<file path="config.mk">
export PLATFORM = sky130hd
export DESIGN_NAME = hid_report_key_event_diff
export DESIGN_NICKNAME = d
export VERILOG_FILES = /design/src/hw/rtl/hrkd_pkg.sv /design/src/hw/rtl/hrkd_front.sv /design/src/hw/rtl/hrkd_queue.sv /design/src/hw/rtl/hrkd_back.sv /design/src/hw/rtl/hid_report_key_event_diff.sv
export SDC_FILE = /design/constraint.sdc
export NUM_CORES = 1
export LEC_CHECK = 0
export BUFFER_PORTS_ARGS = -buffer_cell sky130_fd_sc_hd__buf_2
export CORE_ASPECT_RATIO = 1.4
export CORE_MARGIN = 5
export CORE_UTILIZATION = 42
export CTS_CLUSTER_DIAMETER = 40
export DETAILED_ROUTE_END_ITERATION = 7
export GPL_TIMING_DRIVEN = 0
export PLACE_DENSITY_LB_ADDON = 0.1
export SYNTH_ARGS = -nofsm -noshare
export SYNTH_HDL_FRONTEND = slang
export SYNTH_SLANG_ARGS = --single-unit
</file>
<file path="constraint.sdc">
create_clock -name clk_i -period 10.54 [get_ports clk_i]
set_clock_uncertainty 0.15 [all_clocks]
set_input_delay 2.108 -clock clk_i [delete_from_list [all_inputs] [get_ports clk_i]]
set_output_delay 2.108 -clock clk_i [all_outputs]
set_load 0.05 [all_outputs]
</file>
<file path="src/hw/rtl/hrkd_pkg.sv">
// ----------------------------------------------------------------------------
// hrkd_pkg
// Shared types, constants and the key code lookup for the HID report differ.
// ----------------------------------------------------------------------------
package hrkd_pkg;

  // report geometry
  localparam int KeySlots     = 6;
  localparam int SlotW        = $clog2(KeySlots);
  localparam int ModBits      = 8;
  localparam int Steps        = ModBits + 2 * KeySlots;
  localparam int StepW        = $clog2(Steps);
  localparam int MaskW        = 12;
  localparam int QueueDepthDef = 4;

  localparam logic [7:0] IgnoreMax   = 8'd3;
  localparam logic [7:0] ModScanBase = 8'd224;

  // modifier byte bit -> mask bit
  localparam logic [MaskW-1:0] ModMask [ModBits] = '{
    12'h040, 12'h001, 12'h100, 12'h400, 12'h080, 12'h002, 12'h200, 12'h800
  };

  // codes for usage 40..56, zero falls back to the flagged scan code
  localparam int PunctBase = 40;
  localparam int PunctLen  = 17;
  localparam logic [7:0] PunctCode [PunctLen] = '{
    8'd13, 8'd27, 8'd8, 8'd9, 8'd32, 8'd45, 8'd61, 8'd91, 8'd93, 8'd92,
    8'd0, 8'd59, 8'd39, 8'd96, 8'd44, 8'd46, 8'd47
  };

  typedef logic [KeySlots-1:0][7:0] keys_t;

  // one key event word between front and back
  typedef struct packed {
    logic             pressed;
    logic [7:0]       scan_code;
    logic [MaskW-1:0] mask;
    logic             last;
  } event_t;

  // scan code -> key code
  function automatic logic [30:0] key_code_for(logic [7:0] sc);
    logic [7:0] pc;
    logic [30:0] res;
    pc = 8'd0;
    if (sc inside {[8'd40:8'd56]}) begin
      pc = PunctCode[5'(sc - 8'd40)];
    end
    if (sc inside {[8'd4:8'd29]}) begin
      res = {23'd0, sc + 8'd93};
    end else if (sc inside {[8'd30:8'd38]}) begin
      res = {23'd0, sc + 8'd19};
    end else if (sc == 8'd39) begin
      res = 31'd48;
    end else if (pc != 8'd0) begin
      res = {23'd0, pc};
    end else begin
      res = {1'b1, 22'd0, sc};
    end
    return res;
  endfunction

endpackage

</file>
<file path="src/hw/rtl/hrkd_front.sv">
// ----------------------------------------------------------------------------
// hrkd_front
// Accepts a report, flags every event it causes against the stored previous
// report, then walks candidates one per cycle into the queue unless full.
// ----------------------------------------------------------------------------
module hrkd_front (
  input  logic             clk_i,
  input  logic             rst_ni,
  input  logic             in_valid_i,
  output logic             in_stall_o,
  input  logic [7:0]       mods_i,
  input  hrkd_pkg::keys_t  keys_i,
  output logic             push_valid_o,
  output hrkd_pkg::event_t push_word_o,
  input  logic             push_full_i
);
  import hrkd_pkg::*;

  logic                   busy_q, busy_d;
  logic [StepW-1:0]       step_q, step_d;
  logic [Steps-1:0]       flags_q, flags_d, flags_new;
  logic [7:0]             mods_q, mods_d;
  keys_t                  keys_q, keys_d;
  keys_t                  old_q, old_d;
  logic [MaskW-1:0]       mask_q, mask_d;

  logic [KeySlots-1:0]    rel_hit, pr_hit;
  logic                   accept, want, advance, is_mod, is_rel, mod_down;
  logic [2:0]             mod_sel;
  logic [StepW-1:0]       rel_off, pr_off;
  logic [SlotW-1:0]       rel_idx, pr_idx;
  logic [MaskW-1:0]       mask_mod;
  logic [Steps-1:0]       rest;

  // candidate events of the incoming report
  always_comb begin
    rel_hit = '0;
    pr_hit  = '0;
    for (int j = 0; j < KeySlots; j++) begin
      for (int k = 0; k < KeySlots; k++) begin
        if (keys_i[k] == keys_q[j]) rel_hit[j] = 1'b1;
        if (keys_q[k] == keys_i[j]) pr_hit[j]  = 1'b1;
      end
    end
    flags_new = '0;
    flags_new[ModBits-1:0] = mods_i ^ mods_q;
    for (int j = 0; j < KeySlots; j++) begin
      flags_new[ModBits+j]          = (keys_q[j] > IgnoreMax) && !rel_hit[j];
      flags_new[ModBits+KeySlots+j] = (keys_i[j] > IgnoreMax) && !pr_hit[j];
    end
  end

  // step decode
  assign mod_sel = step_q[2:0];
  assign is_mod  = step_q < StepW'(ModBits);
  assign is_rel  = step_q < StepW'(ModBits + KeySlots);
  assign rel_off = step_q - StepW'(ModBits);
  assign pr_off  = step_q - StepW'(ModBits + KeySlots);
  assign rel_idx = rel_off[SlotW-1:0];
  assign pr_idx  = pr_off[SlotW-1:0];
  assign mod_down = mods_q[mod_sel];
  assign mask_mod = mod_down ? (mask_q | ModMask[mod_sel]) : (mask_q & ~ModMask[mod_sel]);

  assign rest = flags_q >> step_q;

  assign accept  = in_valid_i && !busy_q;
  assign want    = busy_q && flags_q[step_q];
  assign advance = busy_q && (!want || !push_full_i);

  assign in_stall_o   = busy_q;
  assign push_valid_o = want;

  // event word for the current step
  always_comb begin
    push_word_o.last = ~|rest[Steps-1:1];
    if (is_mod) begin
      push_word_o.pressed   = mod_down;
      push_word_o.scan_code = ModScanBase + {5'd0, mod_sel};
      push_word_o.mask      = mask_mod;
    end else if (is_rel) begin
      push_word_o.pressed   = 1'b0;
      push_word_o.scan_code = old_q[rel_idx];
      push_word_o.mask      = mask_q;
    end else begin
      push_word_o.pressed   = 1'b1;
      push_word_o.scan_code = keys_q[pr_idx];
      push_word_o.mask      = mask_q;
    end
  end

  // sequencer
  always_comb begin
    busy_d  = busy_q;
    step_d  = step_q;
    flags_d = flags_q;
    mods_d  = mods_q;
    keys_d  = keys_q;
    old_d   = old_q;
    mask_d  = mask_q;
    if (accept) begin
      busy_d  = 1'b1;
      step_d  = '0;
      flags_d = flags_new;
      mods_d  = mods_i;
      keys_d  = keys_i;
      old_d   = keys_q;
    end else if (advance) begin
      if (want && is_mod) mask_d = mask_mod;
      if (step_q == StepW'(Steps - 1)) begin
        busy_d = 1'b0;
      end else begin
        step_d = step_q + 1'b1;
      end
    end
  end

  always_ff @(posedge clk_i or negedge rst_ni) begin
    if (!rst_ni) begin
      busy_q  <= 1'b0;
      step_q  <= '0;
      flags_q <= '0;
      mods_q  <= '0;
      keys_q  <= '0;
      mask_q  <= '0;
    end else begin
      busy_q  <= busy_d;
      step_q  <= step_d;
      flags_q <= flags_d;
      mods_q  <= mods_d;
      keys_q  <= keys_d;
      mask_q  <= mask_d;
    end
  end

  always_ff @(posedge clk_i) begin
    old_q <= old_d;
  end

endmodule

</file>
<file path="src/hw/rtl/hrkd_queue.sv">
// ----------------------------------------------------------------------------
// hrkd_queue
// Small FIFO of event words between the front sequencer and the back end.
// ----------------------------------------------------------------------------
module hrkd_queue #(
  parameter int QueueDepth = hrkd_pkg::QueueDepthDef
) (
  input  logic             clk_i,
  input  logic             rst_ni,
  input  logic             push_valid_i,
  input  hrkd_pkg::event_t push_word_i,
  output logic             full_o,
  input  logic             pop_i,
  output logic             empty_o,
  output hrkd_pkg::event_t pop_word_o
);
  import hrkd_pkg::*;

  localparam int PtrW = (QueueDepth > 1) ? $clog2(QueueDepth) : 1;
  localparam int CntW = $clog2(QueueDepth + 1);

  event_t            mem_q [QueueDepth];
  event_t            head_q;
  logic [PtrW-1:0]   wr_q, wr_d, rd_q, rd_d;
  logic [CntW-1:0]   cnt_q, cnt_d;
  logic              push, pop;

  assign full_o     = cnt_q == CntW'(QueueDepth);
  assign empty_o    = cnt_q == '0;
  assign push       = push_valid_i && !full_o;
  assign pop        = pop_i && !empty_o;
  assign pop_word_o = head_q;

  // pointers wrap at the depth
  always_comb begin
    wr_d  = wr_q;
    rd_d  = rd_q;
    cnt_d = cnt_q;
    if (push) wr_d = (wr_q == PtrW'(QueueDepth - 1)) ? '0 : wr_q + 1'b1;
    if (pop)  rd_d = (rd_q == PtrW'(QueueDepth - 1)) ? '0 : rd_q + 1'b1;
    if (push && !pop)      cnt_d = cnt_q + 1'b1;
    else if (pop && !push) cnt_d = cnt_q - 1'b1;
  end

  always_ff @(posedge clk_i or negedge rst_ni) begin
    if (!rst_ni) begin
      wr_q  <= '0;
      rd_q  <= '0;
      cnt_q <= '0;
    end else begin
      wr_q  <= wr_d;
      rd_q  <= rd_d;
      cnt_q <= cnt_d;
    end
  end

  // storage; head word registered, a write to the next head slot is forwarded
  always_ff @(posedge clk_i) begin
    if (push) mem_q[wr_q] <= push_word_i;
    if (push && wr_q == rd_d) head_q <= push_word_i;
    else head_q <= mem_q[rd_d];
  end

endmodule

</file>
<file path="src/hw/rtl/hrkd_back.sv">
// ----------------------------------------------------------------------------
// hrkd_back
// Pops event words, maps the scan code to a key code and holds the result
// in the output register until it is taken.
// ----------------------------------------------------------------------------
module hrkd_back (
  input  logic                           clk_i,
  input  logic                           rst_ni,
  input  logic                           empty_i,
  input  hrkd_pkg::event_t               word_i,
  output logic                           pop_o,
  output logic                           out_valid_o,
  input  logic                           out_stall_i,
  output logic                           pressed_o,
  output logic [7:0]                     scan_code_o,
  output logic [30:0]                    key_code_o,
  output logic [hrkd_pkg::MaskW-1:0]     modifier_mask_o,
  output logic                           last_event_o
);
  import hrkd_pkg::*;

  logic             valid_q, valid_d;
  logic             pressed_q;
  logic [7:0]       scan_q;
  logic [30:0]      code_q;
  logic [MaskW-1:0] mask_q;
  logic             last_q;
  logic             load;

  // refill when the register is empty or being taken
  assign load    = !empty_i && (!valid_q || !out_stall_i);
  assign pop_o   = load;
  assign valid_d = load ? 1'b1 : (out_stall_i ? valid_q : 1'b0);

  always_ff @(posedge clk_i or negedge rst_ni) begin
    if (!rst_ni) begin
      valid_q <= 1'b0;
    end else begin
      valid_q <= valid_d;
    end
  end

  always_ff @(posedge clk_i) begin
    if (load) begin
      pressed_q <= word_i.pressed;
      scan_q    <= word_i.scan_code;
      code_q    <= key_code_for(word_i.scan_code);
      mask_q    <= word_i.mask;
      last_q    <= word_i.last;
    end
  end

  assign out_valid_o     = valid_q;
  assign pressed_o       = pressed_q;
  assign scan_code_o     = scan_q;
  assign key_code_o      = code_q;
  assign modifier_mask_o = mask_q;
  assign last_event_o    = last_q;

endmodule

</file>
<file path="src/hw/rtl/hid_report_key_event_diff.sv">
// ----------------------------------------------------------------------------
// hid_report_key_event_diff
// HID boot keyboard report to key event converter (top level).
// ----------------------------------------------------------------------------
// A report (modifier byte and six key slots) is taken when in_valid_i is high
// and in_stall_o is low. It is diffed against the previous report and gives
// zero to twenty key event words: changed modifier bits first (bit 0 up),
// then releases of held keys in slot order, then new presses in slot order;
// last_event_o marks the final word of a report. The front sequencer walks
// all twenty candidate event positions one per cycle while the event queue
// is not full, and keeps in_stall_o high until the walk is done. Words leave
// at up to one per cycle while out_stall_i is low, through a registered
// output; the queue depth is set by QueueDepth.
// ----------------------------------------------------------------------------
module hid_report_key_event_diff #(
  parameter int QueueDepth = hrkd_pkg::QueueDepthDef
) (
  input  logic                       clk_i,
  input  logic                       rst_ni,
  input  logic                       in_valid_i,
  output logic                       in_stall_o,
  input  logic [7:0]                 modifier_bits_i,
  input  logic [7:0]                 key_slot_0_i,
  input  logic [7:0]                 key_slot_1_i,
  input  logic [7:0]                 key_slot_2_i,
  input  logic [7:0]                 key_slot_3_i,
  input  logic [7:0]                 key_slot_4_i,
  input  logic [7:0]                 key_slot_5_i,
  output logic                       out_valid_o,
  input  logic                       out_stall_i,
  output logic                       pressed_o,
  output logic [7:0]                 scan_code_o,
  output logic [30:0]                key_code_o,
  output logic [hrkd_pkg::MaskW-1:0] modifier_mask_o,
  output logic                       last_event_o
);
  import hrkd_pkg::*;

  keys_t  keys;
  event_t push_word, pop_word;
  logic   push_valid, full, empty, pop;

  assign keys = {key_slot_5_i, key_slot_4_i, key_slot_3_i,
                 key_slot_2_i, key_slot_1_i, key_slot_0_i};

  // report intake and event sequencing
  hrkd_front u_front (
    .clk_i        (clk_i),
    .rst_ni       (rst_ni),
    .in_valid_i   (in_valid_i),
    .in_stall_o   (in_stall_o),
    .mods_i       (modifier_bits_i),
    .keys_i       (keys),
    .push_valid_o (push_valid),
    .push_word_o  (push_word),
    .push_full_i  (full)
  );

  // event word queue
  hrkd_queue #(
    .QueueDepth (QueueDepth)
  ) u_queue (
    .clk_i        (clk_i),
    .rst_ni       (rst_ni),
    .push_valid_i (push_valid),
    .push_word_i  (push_word),
    .full_o       (full),
    .pop_i        (pop),
    .empty_o      (empty),
    .pop_word_o   (pop_word)
  );

  // key code mapping and output register
  hrkd_back u_back (
    .clk_i           (clk_i),
    .rst_ni          (rst_ni),
    .empty_i         (empty),
    .word_i          (pop_word),
    .pop_o           (pop),
    .out_valid_o     (out_valid_o),
    .out_stall_i     (out_stall_i),
    .pressed_o       (pressed_o),
    .scan_code_o     (scan_code_o),
    .key_code_o      (key_code_o),
    .modifier_mask_o (modifier_mask_o),
    .last_event_o    (last_event_o)
  );

endmodule

</file>
[After elaboration in Yosys (flattened, before gate mapping)]
Memory sizes are Yosys's and may differ from the RTL's. A register that Yosys moved wholly into a read port is not among the register bits.
Cells that the tools add are included.
Storage, ports and cells
  memories kept: 3
  output and inout port bits: 55
  bits in read-only memories: 352
  memory bits (writable): 88
  register bits: 203
  logic and storage cells: 319
Operators by class
  reduce and logical (&&, ||, !) cells: 57
  multiplexer cells: 108
  bitwise operators: 7
  eq/ne operators: 79
  shifts and indexed selects: 1
  order comparisons: 26
  add/subtract/negate cells: 11
Memory list
  (no name shown): words 32, width 8, read ports 1, clocked after memory_dff 0, wr ports 0, line hrkd_pkg.sv:48  | pc = PunctCode[5'(sc - 8'd40)];
  (no name shown): words 8, width 12, read ports 1, clocked after memory_dff 0, wr ports 0, line hrkd_front.sv:62  | assign mask_mod = mod_down ? (mask_q | ModMask[mod_sel]) : (mask_q & ~ModMask[mod_sel]);
  u_queue.mem_q: words 4, width 22, read ports 1, clocked after memory_dff 1, wr ports 1, line hrkd_queue.sv:22  | event_t mem_q [QueueDepth];
Operators by type and width (count)
  $eq A8 B8 Y1: 72
  $gt A8 B2 Y1 const B: 12
  $mux W1: 81
  $mux W8: 9
  $bmux W8 S3: 2
  $mux W21: 2
  $mux W12: 3
  $mux W31: 1
  $logic_and A1 B1 Y1: 24
  $logic_not A1 Y1: 21
  $shr A20 B5 Y20: 1
  $reduce_or A19 Y1: 1
  $le A8 B6 Y1 const B: 2
  $mux W5: 3
  $and A12 B12 Y12: 1
  $lt A3 B4 Y1 const B: 3
  $not A12 Y12: 1
  $or A12 B12 Y12: 1
  $lt A5 B4 Y1 const B: 2
  $add A8 B5 Y8 const B: 1
  $add A8 B7 Y8 const B: 1
  $eq A8 B6 Y1 const B: 1
  $ge A8 B3 Y1 const B: 1
  $ge A8 B5 Y1 const B: 1
  other kinds (31): 42

[Logic depth before layout (Yosys ltp)]
  word-level depth: 12
  mapped depth: 14
  depth with buffers taken out: 11

[Cells and area by module]
From an unflattened synthesis, not the netlist that was laid out.
Unflattened totals
  cells, all modules: 1484
  area total of the unflattened synthesis: 16067.9 µm²
By module, submodules not included
  hrkd_front: seq. area each 3693.5 µm², instances 1, area each 10353.7 µm², cells an instance 1149
  hrkd_queue: seq. area each 2857.7 µm², instances 1, area each 3679.8 µm², cells an instance 153
  hrkd_back: seq. area each 955.9 µm², instances 1, area each 2034.5 µm², cells an instance 182

[Worst setup path after synthesis]
OpenSTA, ideal clock, no wires.
  path type: input to register
  from: input port in_valid_i
  to: register u_front.old_q[0] (netlist name), enable pin
  path buffers: 3
  arrival: 4.126 ns
  cell stages on the path: 5
  setup time: 0.431 ns
  slack: 5.833 ns
  cells stage by stage: nand2b_1 clkbuf_1 inv_1 clkbuf_1 clkbuf_1
On the way
  word-level cells in the longest chain between the ends: 1
RTL lines
  start: declaration: line hid_report_key_event_diff.sv:20  | input logic in_valid_i,
  $logic_and A1 B1 Y1: line hrkd_front.sv:66  | assign accept = in_valid_i && !busy_q;
  net u_front.accept: line hrkd_front.sv:28  | logic accept, want, advance, is_mod, is_rel, mod_down;
  end signal: assignment: line hrkd_front.sv:136  | old_q <= old_d;
  end: declaration: line hrkd_front.sv:24  | keys_t old_q, old_d;
The timed path passes the listed nets, and every way through them passes these cells.
A chain may end at the register's enable or synchronous reset.

==> flow_summary.yaml <==
run_status:
  status: "completed"
grt:
  grt_pass1_vias: 11700
  track_usage_pct: 24.5
  grt-ovfl-total: 0
  grt_max_degree: 65
  antenna_found_initial: 0
  grt_pass1_wl_um: 74300
logic_synthesis:
  ys_warn_count: 0
  synth_area_um2: 15300
  synth_cell_types: 69
  synth_area_leader_cell: "edfxtp_1"
  synth_flop_cell: "edfxtp_1"
  synth_edf_count: 147
  syn-mean-instance-area_um2: 10.4
  synth.most_common_cell: "nand2_1"
  synth_area_leaders: "edfxtp_1, dfrtp_1, xor2_1, xnor2_1, nand2_1"
  synthCells: 1469
  yosysSeqAreaShare_pct: 45.1
  async_flop_share_pct: 39.7
  synth_top_cell_area_share_pct: 28.8
  ys_ff_latch: 247
  synth_commonest_cells: "nand2_1, xor2_1, edfxtp_1"
finish:
  nNetsFinal: 1661
  fillers: 3403
  multiInputGateArea_um2: 7690
  num_antenna_cells: 0
  ff_latch_area_um2: 6910
  fin_util_pct: 48.7
  fin_cells: 2063
  area_growth_pct: 14.1
  layout-drive-gt1-share_pct: 12.7
clocking:
  clkSinkCount: 247
  cts_setup_buffers: 0
  clk_latency_ns: 0.53
  hold_buffers: 0
  cts_buffers: 36
  clockRootBuffer: "clkbuf_16"
  clk_path_buf_depth: 3
  h-tree-depth: 2
  path_clk_slew_ns: 0.06
  cts_tree: "built"
  cts_resized: 0
worst_setup_path:
  worstPathRequired_ns: 10.66
  cp_cell_sequence: "buf_2 -> mux4_2 -> buf_2 -> inv_1 -> ha_1 -> nand2_1 -> o211ai_1 -> nand3_1 -> nor2_1 -> o41a_1 -> nor2_2 -> a221o_1"
  r2r_slack_ns: 6.57
  worstSetupStartpointType: "register"
  critPathMaxStageDelay_ns: 0.57
  cp_max_fo: 13
  path_class: "reg -> reg"
  endpoint_kind: "register"
  slowest_stage: "mux4_2"
  crit_arrival_ns: 4.10
  crit_path_frequent_cell: "buf_2"
floorplan:
  num_rows: 82
  fp.dieH_um: 236
  pin_count: 115
  coreArea_um2: 35900
  die_w_um: 171
  start_util_pct: 42.7
  die_area_um2: 40500
sta:
  setup_tns_ns: 0
  setup_viol: 0
  rsz0062_at_grt: "false"
  relSlewSlack_pct: 23.5
  finalCritPeriodShare_pct: 37.7
  hold_violations: 0
  slew_violations: 0
  fin_crit_ns: 3.97
  worstMarginPinSlew_ns: 1.15
  fmax_ghz: 0.252
  hold_ws_ns: 0.289
power_and_ir_drop:
  p_per_area_nw_per_um2: 355
  p_total_mw: 6.21
  irDropWorstVdd_mv: 0.196
  power_leakage_nw: 6.92
detailed_routing:
  wl_um: 50200
  avgRoutedWirePerCell_um: 24.4
  viasPerCell: 5.60
  drc: 0
  vias: 11600
  ant_nets: 0
  first_pass_iters: 5
  first_iter_violations: 708
placed_design:
  gp_congestion: 0.972
  dp_hpwl_um: 37400
  io_buffer_count: 40
  dp_cells: 1997
job:
  maxCapViolations: 0
min_path:
  hold_class: "reg -> reg"
## kinds of logic (layout without fill, tap and decap cells)
kind of cell	after synthesis	count (layout)	share of synthesized area, %
AND/OR/NAND/NOR	464	464	14.1
XOR/XNOR	303	303	17.3
flip-flops	247	247	45.1
buffers and inverters	190	297	5.41
AO/OA/AOI/OAI	148	148	6.37
multiplexers	88	88	9.39
adder cells (fa/ha/maj)	28	28	2.33
other	1	26	0.0245
## state kept, by name, summed over array words and instances, names as in the netlist, 2 cells and up, named ones only
name / count
u_back.key_code_o: 9
u_back.modifier_mask_o: 8
u_back.scan_code_o: 8
u_front.flags_q: 20
u_front.keys_q: 48
u_front.mask_q: 8
u_front.mods_q: 8
u_front.old_q: 48
u_front.step_q: 5
u_queue.cnt_q: 3
u_queue.mem_q: 72
u_queue.rd_q: 2
u_queue.wr_q: 2
## worst paths after layout
check                                   start                    to  cells after the start
max reg2reg                          register  u_back.key_code_o[1]                     12
min                        u_front.keys_q[40]     u_front.old_q[40]                      0
max                                  register  u_back.key_code_o[1]                     12
min in group asynchronous              rst_ni     u_front.keys_q[0]                      1
max in group asynchronous              rst_ni     u_front.mask_q[1]                      2
min reg2reg                u_front.keys_q[40]     u_front.old_q[40]                      0
## layout by cell type, fill, tap and decap left out, types with 11 or more instances in the layout
cell       instances
xnor2_1          139
nor4_1            46
nand3_1           12
a21oi_1           33
or4_1             16
xor2_1           164
conb_1            26
mux4_2            42
buf_4             27
clkbuf_16         38
dfrtp_1           98
o21ai_0           37
nor3_1            21
edfxtp_1         147
nand4_1           46
mux2_2            11
inv_1             19
clkbuf_1         108
mux2i_1           28
buf_1             23
nand2_1          255
nor2_1            38
ha_1              27
buf_2             52
## worst max-delay path, delay by kind of cell, from the launching register on
family	cells	cell delay, ns
flops	1	0.38
compound gates	3	0.83
simple gates	4	0.68
mux	1	0.57
fa+ha+maj	1	0.33
buf+inv	3	0.78
## where the power goes
group,leakage [nW],switching [mW],internal [mW]
Combinational,3.72,2.12,1.13
Sequential,2.59,0.185,1.53
Clock,0.609,0.480,0.774
Total,6.92,2.79,3.43
## stage by stage
step | cell area, um2 | worst slack (ns)
floorplan | 15400 | 5.83
global placement | 16200 | 4.43
detailed placement | 16200 | 6.11
CTS | 17500 | 6.53
global route | 17500 | 6.28
finish | 17500 | 6.57
## layout make-up
cell class                 count  area share (%)
buffer                       167            4.25
clock buffer                  42            5.52
clock inverter                24            1.69
inverter                      23           0.508
multi-input combinational   1057            43.9
sequential                   247            39.5
tap                          462            3.30
timing repair buffer          41            1.32
## metal layers
layer	up-vias	track usage [%]	wire, um
met5	-	0	0
met4	0	14.1	3320
met3	163	2.98	2070
met2	384	45.4	27000
met1	5701	26.3	17800
li1	5313	-	-
Power figures use the tool's default switching activity.
